<file path="config.mk">
export PLATFORM = sky130hd
export DESIGN_NAME = modular_inverse_extended_gcd_top_flat
export DESIGN_NICKNAME = d
export VERILOG_FILES = /design/src/hdl/mieg_pkg.sv /design/src/hdl/mieg_if.sv /design/src/hdl/mieg_ctrl.sv /design/src/hdl/mieg_dp.sv /design/src/hdl/modular_inverse_extended_gcd_top.sv /design/src/flat_wrapper.sv
export SDC_FILE = /design/constraint.sdc
export NUM_CORES = 1
export LEC_CHECK = 0
export CORE_ASPECT_RATIO = 1.4
export CORE_MARGIN = 3
export CORE_UTILIZATION = 55
export CTS_BUF_LIST = sky130_fd_sc_hd__clkbuf_4
export DETAILED_ROUTE_END_ITERATION = 7
export DONT_BUFFER_PORTS = 1
export PLACE_DENSITY = 0.72
export SETUP_SLACK_MARGIN = 0.3
export SLEW_MARGIN = 20
export SYNTH_ARGS = -nofsm -noshare
export SYNTH_HDL_FRONTEND = slang
export SYNTH_SLANG_ARGS = --single-unit
</file>
<file path="constraint.sdc">
create_clock -name i_clk -period 22.6 [get_ports i_clk]
set_clock_uncertainty 0.1 [all_clocks]
set_input_delay 2.26 -clock i_clk [delete_from_list [all_inputs] [get_ports i_clk]]
set_output_delay 2.26 -clock i_clk [all_outputs]
set_load 0.01 [all_outputs]
</file>
<file path="src/hdl/mieg_pkg.sv">
// Shared constants, types and control structures for the modular inverse block.
package mieg_pkg;

    localparam int WIDTH   = 32;
    localparam int FIELD_W = 32;
    localparam int CNT_W   = $clog2(WIDTH);

    typedef logic [WIDTH-1:0]   t_word;
    typedef logic [FIELD_W-1:0] t_field;
    typedef logic [CNT_W-1:0]   t_cnt;

    typedef struct packed {
        logic load;
        logic div_start;
        logic div_init;
        logic div_step;
        logic update;
        logic update_init;
        logic publish;
    } t_dp_cmd;

    typedef struct packed {
        logic m_zero;
        logic r1_zero;
        logic div_last;
        logic out_busy;
    } t_dp_sts;

endpackage

</file>
<file path="src/hdl/mieg_if.sv">
// Handshake channel interfaces for input and result items.
interface mieg_in_if;
    logic                          valid;
    logic                          ready;
    logic [mieg_pkg::FIELD_W-1:0]  value;
    logic [mieg_pkg::FIELD_W-1:0]  modulus;

    modport source (output valid, output value, output modulus, input ready);
    modport sink   (input valid, input value, input modulus, output ready);
endinterface

interface mieg_out_if;
    logic                          valid;
    logic                          ready;
    logic [mieg_pkg::FIELD_W-1:0]  divisor;
    logic [mieg_pkg::FIELD_W-1:0]  inverse_value;
    logic                          has_inverse;

    modport source (output valid, output divisor, output inverse_value, output has_inverse,
                    input ready);
    modport sink   (input valid, input divisor, input inverse_value, input has_inverse,
                    output ready);
endinterface

</file>
<file path="src/hdl/mieg_ctrl.sv">
// Sequencer for the extended Euclidean datapath.
module mieg_ctrl (
    input  logic              i_clk,
    input  logic              i_rst_n,
    input  logic              i_valid,
    output logic              o_ready,
    output mieg_pkg::t_dp_cmd o_cmd,
    input  mieg_pkg::t_dp_sts i_sts
);
    import mieg_pkg::*;

    typedef enum logic [2:0] {
        S_IDLE,
        S_CHK,
        S_DIV,
        S_STEP,
        S_TEST,
        S_FIN
    } t_state;

    t_state r_state, n_state;
    logic   r_in_ready;
    logic   r_init, n_init;

    always_comb begin
        o_cmd   = '0;
        n_state = r_state;
        n_init  = r_init;
        case (r_state)
            S_IDLE: begin
                if (i_valid && r_in_ready) begin
                    o_cmd.load = 1'b1;
                    n_state    = S_CHK;
                end
            end
            S_CHK: begin
                if (i_sts.m_zero) begin
                    n_state = S_FIN;
                end else begin
                    o_cmd.div_start = 1'b1;
                    o_cmd.div_init  = 1'b1;
                    n_init          = 1'b1;
                    n_state         = S_DIV;
                end
            end
            S_DIV: begin
                o_cmd.div_step = 1'b1;
                if (i_sts.div_last) begin
                    n_state = S_STEP;
                end
            end
            S_STEP: begin
                o_cmd.update      = 1'b1;
                o_cmd.update_init = r_init;
                n_init            = 1'b0;
                n_state           = S_TEST;
            end
            S_TEST: begin
                if (i_sts.r1_zero) begin
                    n_state = S_FIN;
                end else begin
                    o_cmd.div_start = 1'b1;
                    n_state         = S_DIV;
                end
            end
            S_FIN: begin
                if (!i_sts.out_busy) begin
                    o_cmd.publish = 1'b1;
                    n_state       = S_IDLE;
                end
            end
            default: begin
                n_state = S_IDLE;
            end
        endcase
    end

    always_ff @(posedge i_clk) begin
        if (!i_rst_n) begin
            r_state    <= S_IDLE;
            r_in_ready <= 1'b0;
            r_init     <= 1'b0;
        end else begin
            r_state    <= n_state;
            r_in_ready <= (n_state == S_IDLE);
            r_init     <= n_init;
        end
    end

    assign o_ready = r_in_ready;

endmodule

</file>
<file path="src/hdl/mieg_dp.sv">
// Remainder sequence, coefficient tracking and shared bit-serial divider.
module mieg_dp (
    input  logic              i_clk,
    input  logic              i_rst_n,
    input  mieg_pkg::t_dp_cmd i_cmd,
    output mieg_pkg::t_dp_sts o_sts,
    input  mieg_pkg::t_field  i_value,
    input  mieg_pkg::t_field  i_modulus,
    output logic              o_valid,
    input  logic              i_ready,
    output mieg_pkg::t_field  o_divisor,
    output mieg_pkg::t_field  o_inverse_value,
    output logic              o_has_inverse
);
    import mieg_pkg::*;

    t_word r_a, r_m;
    t_word r_r0, r_r1, r_u0, r_u1;
    logic  r_s0, r_s1;

    t_word r_rem, r_quo, r_div, r_mul, r_prod;
    t_cnt  r_cnt;

    logic  r_ovalid;
    t_field r_divisor, r_inverse;
    logic  r_has_inv;

    logic [WIDTH:0] shifted, trial;
    logic           qbit;
    t_word          n_rem, n_quo, n_prod;

    t_word g, mag, inv;
    logic  ok;

    always_comb begin
        shifted = {r_rem, r_quo[WIDTH-1]};
        trial   = shifted - {1'b0, r_div};
        qbit    = !trial[WIDTH];
        n_rem   = qbit ? trial[WIDTH-1:0] : shifted[WIDTH-1:0];
        n_quo   = {r_quo[WIDTH-2:0], qbit};
        n_prod  = {r_prod[WIDTH-2:0], 1'b0} + (qbit ? r_mul : '0);
    end

    always_comb begin
        g   = (r_m == '0) ? r_a : r_r0;
        ok  = (r_m != '0) && (r_r0 == WIDTH'(1));
        mag = (r_u0 >= r_m) ? (r_u0 - r_m) : r_u0;
        if (!ok) begin
            inv = '0;
        end else if (r_s0 || (mag == '0)) begin
            inv = mag;
        end else begin
            inv = r_m - mag;
        end
    end

    always_ff @(posedge i_clk) begin
        if (i_cmd.load) begin
            r_a <= WIDTH'(i_value);
            r_m <= WIDTH'(i_modulus);
        end
        if (i_cmd.div_start) begin
            r_rem  <= '0;
            r_prod <= '0;
            r_cnt  <= '0;
            r_quo  <= i_cmd.div_init ? r_a : r_r0;
            r_div  <= i_cmd.div_init ? r_m : r_r1;
            r_mul  <= i_cmd.div_init ? '0  : r_u1;
        end else if (i_cmd.div_step) begin
            r_rem  <= n_rem;
            r_quo  <= n_quo;
            r_prod <= n_prod;
            r_cnt  <= r_cnt + t_cnt'(1);
        end
        if (i_cmd.update) begin
            if (i_cmd.update_init) begin
                r_r0 <= r_m;
                r_r1 <= r_rem;
                r_u0 <= '0;
                r_u1 <= WIDTH'(1);
                r_s0 <= 1'b1;
                r_s1 <= 1'b1;
            end else begin
                r_r0 <= r_r1;
                r_r1 <= r_rem;
                r_u0 <= r_u1;
                r_u1 <= r_u0 + r_prod;
                r_s0 <= r_s1;
                r_s1 <= !r_s1;
            end
        end
        if (i_cmd.publish) begin
            r_divisor <= FIELD_W'(g);
            r_inverse <= FIELD_W'(inv);
            r_has_inv <= ok;
        end
    end

    always_ff @(posedge i_clk) begin
        if (!i_rst_n) begin
            r_ovalid <= 1'b0;
        end else if (i_cmd.publish) begin
            r_ovalid <= 1'b1;
        end else if (i_ready) begin
            r_ovalid <= 1'b0;
        end
    end

    assign o_sts.m_zero   = (r_m == '0);
    assign o_sts.r1_zero  = (r_r1 == '0);
    assign o_sts.div_last = (r_cnt == t_cnt'(WIDTH-1));
    assign o_sts.out_busy = r_ovalid && !i_ready;

    assign o_valid         = r_ovalid;
    assign o_divisor       = r_divisor;
    assign o_inverse_value = r_inverse;
    assign o_has_inverse   = r_has_inv;

endmodule

</file>
<file path="src/hdl/modular_inverse_extended_gcd_top.sv">
// Top level of the modular inverse block: greatest common divisor and inverse of value mod modulus.
// One item is worked on at a time. The value is first reduced modulo the modulus, then quotient
// steps run until the remainder is zero; every division, the initial reduction included, goes
// through one shared restoring divider that yields one quotient bit per cycle, and the quotient
// times the running coefficient is built up alongside it. When the modulus is zero no division runs
// and the value itself is returned as the divisor; a 32-bit operand needs at most 45 quotient steps.
// A finished result waits in an output register, so the next item is taken in while it is still
// unread; the result of that item waits for the register to empty.
module modular_inverse_extended_gcd_top (
    input  logic       i_clk,
    input  logic       i_rst_n,
    mieg_in_if.sink    i_in,
    mieg_out_if.source o_out
);
    import mieg_pkg::*;

    t_dp_cmd cmd;
    t_dp_sts sts;

    mieg_ctrl u_ctrl (
        .i_clk   (i_clk),
        .i_rst_n (i_rst_n),
        .i_valid (i_in.valid),
        .o_ready (i_in.ready),
        .o_cmd   (cmd),
        .i_sts   (sts)
    );

    mieg_dp u_dp (
        .i_clk           (i_clk),
        .i_rst_n         (i_rst_n),
        .i_cmd           (cmd),
        .o_sts           (sts),
        .i_value         (i_in.value),
        .i_modulus       (i_in.modulus),
        .o_valid         (o_out.valid),
        .i_ready         (o_out.ready),
        .o_divisor       (o_out.divisor),
        .o_inverse_value (o_out.inverse_value),
        .o_has_inverse   (o_out.has_inverse)
    );

endmodule

</file>
<file path="src/flat_wrapper.sv">
// flat-port wrapper written by rule: the top's interface ports become plain ports
module modular_inverse_extended_gcd_top_flat import mieg_pkg::*;
  (i_clk, i_rst_n, i_in_valid, i_in_value, i_in_modulus, i_in_ready, o_out_valid, o_out_divisor, o_out_inverse_value, o_out_has_inverse, o_out_ready);
  mieg_in_if i_in_i ();
  mieg_out_if o_out_i ();
  input  logic i_clk;
  input  logic i_rst_n;
  input wire logic [$bits(i_in_i.valid)-1:0] i_in_valid;
  input wire logic [$bits(i_in_i.value)-1:0] i_in_value;
  input wire logic [$bits(i_in_i.modulus)-1:0] i_in_modulus;
  output wire logic [$bits(i_in_i.ready)-1:0] i_in_ready;
  output wire logic [$bits(o_out_i.valid)-1:0] o_out_valid;
  output wire logic [$bits(o_out_i.divisor)-1:0] o_out_divisor;
  output wire logic [$bits(o_out_i.inverse_value)-1:0] o_out_inverse_value;
  output wire logic [$bits(o_out_i.has_inverse)-1:0] o_out_has_inverse;
  input wire logic [$bits(o_out_i.ready)-1:0] o_out_ready;
  assign i_in_i.valid = i_in_valid;
  assign i_in_i.value = i_in_value;
  assign i_in_i.modulus = i_in_modulus;
  assign i_in_ready = i_in_i.ready;
  assign o_out_valid = o_out_i.valid;
  assign o_out_divisor = o_out_i.divisor;
  assign o_out_inverse_value = o_out_i.inverse_value;
  assign o_out_has_inverse = o_out_i.has_inverse;
  assign o_out_i.ready = o_out_ready;
  modular_inverse_extended_gcd_top u_core (.i_clk(i_clk), .i_rst_n(i_rst_n), .i_in(i_in_i), .o_out(o_out_i));
endmodule
</file>
# ---- Yosys cells after proc, flatten, opt, wreduce, memory -nomap -nowiden
# Index checks and enable logic that the tools add are counted.
dict set report word_totals {
  register_bits 430
  latchBits 0
  ramBits 0
  mem_bits_ro 0
  inputBits 68
  out_inout_bits 67
  wordCells 83
  memories 0
}
dict set report classes {
  addsub 6
  n_mul 0
  n_div 0
  magnitude_cmp 1
  eq_ne 8
  shift 0
  muxes 30
  bitwise_logic 0
  reduce_logical 17
}
# op count
set ops {}
lappend ops {{32-bit two-way mux} 10}
lappend ops {{32-bit zero test} 3}
lappend ops {{32-bit adder} 2}
lappend ops {{32-bit subtractor} 2}
lappend ops {{33-bit by 32-bit subtractor with 33-bit output} 1}
lappend ops {{32-bit by 1-bit equality test with 1-bit output, second input constant} 1}
lappend ops {{32-bit >= comparator} 1}
lappend ops {{32-bit nonzero test} 1}
lappend ops {{3-bit case mux with 6 select lines} 1}
lappend ops {{3-bit two-way mux} 5}
lappend ops {{1-bit two-way mux} 10}
lappend ops {{3-bit by 2-bit equality test with 1-bit output, second input constant} 2}
lappend ops {{3-bit equality test, second input constant} 2}
lappend ops {{3-bit zero test} 2}
lappend ops {{2-bit nonzero test} 3}
lappend ops {{5-bit by 1-bit adder with 5-bit output, second input constant} 1}
lappend ops {{5-bit equality test, second input constant} 1}
lappend ops {{2-bit two-way mux} 2}
lappend ops {{1-bit case mux with 2 select lines} 2}
lappend ops {{3-bit by 1-bit equality test with 1-bit output, second input constant} 1}
lappend ops {{1-bit logical AND} 3}
lappend ops {{1-bit zero test} 3}
lappend ops {{2-bit != test, second input constant} 1}
lappend ops {{2-bit AND reduction} 1}
lappend ops {{1-bit logical OR} 1}

# ---- Logic depth before layout (Yosys ltp)
dict set report logic_depth {
  ltp_word 5
  mapped_depth 37
  mapped_depth_nobuf 36
}

# ---- Modules after synthesis
# From an unflattened synthesis, not the netlist that was laid out.
dict set report hier_totals {
  cells_unflattened 2389
  hier_area_um2 25533.2
}
# module instances cells_each area_each_um2 seq_area_each_um2
set by_module_without_submodules {}
lappend by_module_without_submodules {mieg_dp 1 2352 25209.2 12061.6}
lappend by_module_without_submodules {mieg_ctrl 1 37 324.1 100.1}

# ---- Worst setup path before layout
# OpenSTA, ideal clock, no wires.
dict set report synth_path {
  path_kind {register to register}
  startpoint {register u_core.u_ctrl.r_state[2]}
  endpoint {register u_core.u_dp.r_u0[25], data pin}
  setup_ps 255
  t_arrival_ps 12152
  required_time_ps 22245
  path_slack_ps 10094
  path_stages_with_launch 7
  path_buffers 3
  synth_period_minus_slack_ps 12506
  cell_sequence {dfxtp_1 > clkbuf_1 > nor3b_1 > nand2_1 > clkbuf_1 > clkbuf_1 > and2_1}
}
dict set report synth_via {
  elab_chain_cells 2
}
# item line_no
set synth_rtl {}
lappend synth_rtl {{start: declaration} mieg_ctrl.sv:21} ;# t_state r_state, n_state;
lappend synth_rtl {{start signal: assignment} mieg_ctrl.sv:84} ;# r_state <= n_state;
lappend synth_rtl {{3-bit by 2-bit equality test with 1-bit output} mieg_ctrl.sv:29} ;# case (r_state)
lappend synth_rtl {{2-bit two-way mux} mieg_ctrl.sv:29}
lappend synth_rtl {{end signal: assignment} mieg_dp.sv:86} ;# r_u0 <= r_u1;
lappend synth_rtl {{end: declaration} mieg_dp.sv:18} ;# t_word r_r0, r_r1, r_u0, r_u1;
# Every way passes these cells.
# A chain may end at the register's enable or synchronous reset.

# ---- Worst setup path after layout
dict set report layout_path {
  startpoint {register u_core.u_dp.r_quo[31]}
  endpoint {register u_core.u_dp.r_prod[31]}
}
dict set report layout_via {
  elab_chain_cells 3
}
# item line_no
set layout_rtl {}
lappend layout_rtl {{start: declaration} mieg_dp.sv:21} ;# t_word r_rem, r_quo, r_div, r_mul, r_prod;
lappend layout_rtl {{start signal: assignment} mieg_dp.sv:66} ;# r_quo <= i_cmd.div_init ? r_a : r_r0;
lappend layout_rtl {{start signal: assignment} mieg_dp.sv:71} ;# r_quo <= n_quo;
lappend layout_rtl {{33-bit by 32-bit subtractor with 33-bit output} mieg_dp.sv:37} ;# trial = shifted - {1'b0, r_div};
lappend layout_rtl {{32-bit two-way mux} mieg_dp.sv:41} ;# n_prod = {r_prod[WIDTH-2:0], 1'b0} + (qbit ? r_mul : '0);
lappend layout_rtl {{32-bit adder} mieg_dp.sv:41}
lappend layout_rtl {{end signal: assignment} mieg_dp.sv:72} ;# r_prod <= n_prod;
lappend layout_rtl {{end: declaration} mieg_dp.sv:21}
# Every way passes these cells.

==> metrics.md <==
| Metric | Value |
|---|---|
| FF+latch count, synth | `430` |
| Critical Path Start Type | `flip-flop` |
| Fraction of layout cells with a size suffix above 1 | `0.111` |
| Hold buffer count at cts | `0` |
| Mapped cell area | `25,100 um2` |
| Fin. Hold Viols | `0` |
| Routed wire per std cell | `19.7 um` |
| Leakage | `10.8 nW` |
| Clk Tree Root Cell | `clkbuf_4` |
| Post CTS Setup Buffer Count | `0` |
| Setup CP Type | `reg2reg` |
| Antenna viol nets, final | `0` |
| Crit. End Element | `flip-flop` |
| Iter 0 DRT Violations | `1,342` |
| Net Count, Synth | `2,654` |
| VDD IR-drop max | `0.0000373 V` |
| Area leader, netlist | `edfxtp_1` |
| Synth area leaders | `edfxtp_1 42%, ha_1 7.0%, dfxtp_1 6.0%` |
| Fin area | `27,100 um2` |
| Max Freq | `118 MHz` |
| Least-Margin Pin Slew | `1.02 ns` |
| Power after layout | `1.76 mW` |
| Cell depth of the worst flop-to-flop path | `37` |
| RD Place Congestion | `0.943` |
| Finished Layout Cells | `3,178` |
| Drt first pass iters | `5` |
| Initial antenna violation count | `3` |
| GRT overflow | `0` |
| IO Port Bufs | `0` |
| Clk_lat worst skew | `0.89 ns` |
| Post-DR vias/cell | `5.97` |
| Nets@finish | `2,688` |
| Largest stage delay, worst path | `0.53 ns` |
| Syn-to-layout area delta | `7.84%` |
| Worst setup margin | `14.13 ns` |
| # Max-Cap Violations | `0` |
| Vert. Die Dim | `259 um` |
| Num ports | `135` |
| Clk slew on worst S/H paths | `0.07 ns` |
| Cells after DPL | `2,980` |
| Status | `completed` |
| Total clock sinks | `430` |
| Setup_tns | `0 ns` |
| Hold Crit Class | `reg2reg` |
| Slowest CP cell | `o31ai_1` |
| Distinct cells, synth | `99` |
| Post-synth EDFFs | `355` |
| Initial core utilization | `0.557` |
| Asr flop ratio synth | `0` |
| Dpl cell area | `25,800 um2` |
| Worst Hold Slack | `0.369 ns` |
| Mapped Cells | `2,441` |
| DRC | `0` |
| Crit path DAT | `9.06 ns` |
| Core Util, Final | `0.601` |
| Post-cts resize count | `0` |
| Tcrit/Tclk final | `0.375` |
| Vias in the first global route | `19,100` |
| Number of warnings issued by yosys | `0` |
| Post-synth top flop | `edfxtp_1` |
| DP HPWL | `45,100 um` |
| Total Wirelength | `62,700 um` |
| Die Wd | `187 um` |
| Rel. slew slack | `0.315` |
| Clk buf depth | `3` |
| Register area share after synthesis | `0.484` |
| Setup violations, final | `0` |
| Post-layout min period | `8.47 ns` |
| Row cnt | `92` |
| Cts bufs inserted | `104` |
| Die area | `48,300 um2` |
| Pin count of the biggest net entering global routing | `98` |
| Post-Syn Area per Cell | `10.3 um2` |
| CP Max Fanout | `30` |
| Pre-CTS WS | `14.23 ns` |
| Clock tree from TritonCTS | `done` |
| CP Data Required Time | `23.19 ns` |
| Final Slew Violations | `0` |
| GRT Total Usage | `0.256` |
| Vias after detailed routing | `19,000` |
| CP most frequent cell | `a21oi_1` |
| CTS H-Tree Depth | `3` |
| RSZ-0062 raised after global routing | `false` |
| Area share of the largest cell type after synthesis | `0.424` |
| Global-route wire length before repair | `99,000 um` |
| Cell Pwr Density | `64.9 nW/um2` |
| Hold path depth | `2` |
| Core ar. | `45,100 um2` |
cells by family (layout without fill, tap and decap cells):
| group | count (synthesis) | in the layout | share of synthesized area |
|---|---|---|---|
| compound gates | 625 | 625 | 0.158 |
| xor+xnor | 141 | 141 | 0.0491 |
| fa+ha+maj | 156 | 156 | 0.0782 |
| buf+inv | 223 | 347 | 0.0348 |
| flops | 430 | 430 | 0.484 |
| mux | 112 | 112 | 0.0469 |
| other cells | 0 | 2 | 0 |
| simple gates | 754 | 754 | 0.149 |
registers in the layout, summed over array words and instances, names as in the netlist, 3 cells and up:
signal                       count
u_core.u_dp.r_u1                32
u_core.u_ctrl.r_state            3
u_core.u_dp.r_prod              32
u_core.u_dp.r_rem               32
u_core.u_dp.o_inverse_value     32
u_core.u_dp.r_div               32
u_core.u_dp.o_divisor           32
u_core.u_dp.r_m                 32
u_core.u_dp.r_quo               32
u_core.u_dp.r_u0                32
u_core.u_dp.r_r1                32
u_core.u_dp.r_r0                32
u_core.u_dp.r_mul               32
u_core.u_dp.r_a                 32
u_core.u_dp.r_cnt                5
power breakdown:
group	internal (mW)	switching (mW)
clock network	0.319	0.324
registers	0.881	0.0182
logic	0.0842	0.133
total	1.28	0.476
path summary, 6_finish.rpt:
check | start | endpoint | slack [ns]
worst min-delay path | u_core.u_dp.r_cnt[4] | u_core.u_dp.r_cnt[4] | 0.37
worst max register to register | u_core.u_dp.r_quo[31] | u_core.u_dp.r_prod[31] | 14.13
worst max-delay path | u_core.u_dp.r_quo[31] | u_core.u_dp.r_prod[31] | 14.13
worst min register to register | u_core.u_dp.r_cnt[4] | u_core.u_dp.r_cnt[4] | 0.37
cells in the final DEF (no fill, tap or decap), drive strengths merged, types with 6 or more instances in the layout:
cell / netlist / layout
edfxtp: 355 / 355
nand2: 222 / 222
a21oi: 180 / 180
nor2: 169 / 169
o21ai: 165 / 165
clkbuf: 73 / 156
ha: 140 / 140
inv: 127 / 130
and2: 114 / 114
xnor2: 107 / 107
mux2i: 79 / 79
dfxtp: 75 / 75
a21o: 58 / 58
nor3: 45 / 45
clkinv: 3 / 40
nand3: 34 / 34
xor2: 34 / 34
o22ai: 34 / 34
nor4: 34 / 34
mux2: 33 / 33
nand2b: 25 / 25
a211oi: 24 / 24
and3: 23 / 23
a31oi: 21 / 21
buf: 20 / 21
nor2b: 19 / 19
o21bai: 19 / 19
o21a: 18 / 18
nand4: 17 / 17
o211ai: 13 / 13
or2: 13 / 13
o31ai: 12 / 12
or3: 12 / 12
maj3: 11 / 11
a31o: 9 / 9
a211o: 9 / 9
o2111ai: 9 / 9
a21boi: 7 / 7
o211a: 6 / 6
cell type report:
class,instances,area (um2)
Fill cell,3842,18000
Timing Repair Buffer,21,158
Inverter,130,488
Antenna cell,2,5.00
Clock buffer,156,1170
Tap cell,611,764
Multi-Input combinational cell,1788,12200
Sequential cell,430,12200
Clock inverter,40,178
metal layers:
metal  part of all wire  GRT usage  vias to the layer above
li1                   -          -                     9103
met1               0.39      0.293                     9121
met2               0.52      0.470                      576
met3              0.050     0.0417                      162
met4              0.037      0.118                        2
met5            0.00018          0                        -
critical path, delay by kind of cell (launching register included):
family	cells	cell delay [ns]
AOI/OAI and AO/OA	22	4.83
xor gates and xnor gates	2	0.30
adders and majority gates	4	1.36
buffers and inverters	2	0.28
DFF	1	0.32
and+or+nand+nor	7	1.09
Yosys cell counts, types with 58 or more instances:
master	instances
and2_1	114
dfxtp_1	75
edfxtp_1	355
a21o_1	58
mux2i_1	77
nor2_1	167
ha_1	140
xnor2_1	107
clkbuf_1	73
inv_1	127
a21oi_1	176
o21ai_0	160
nand2_1	221
Note: power is estimated with default switching activity, not from simulation.
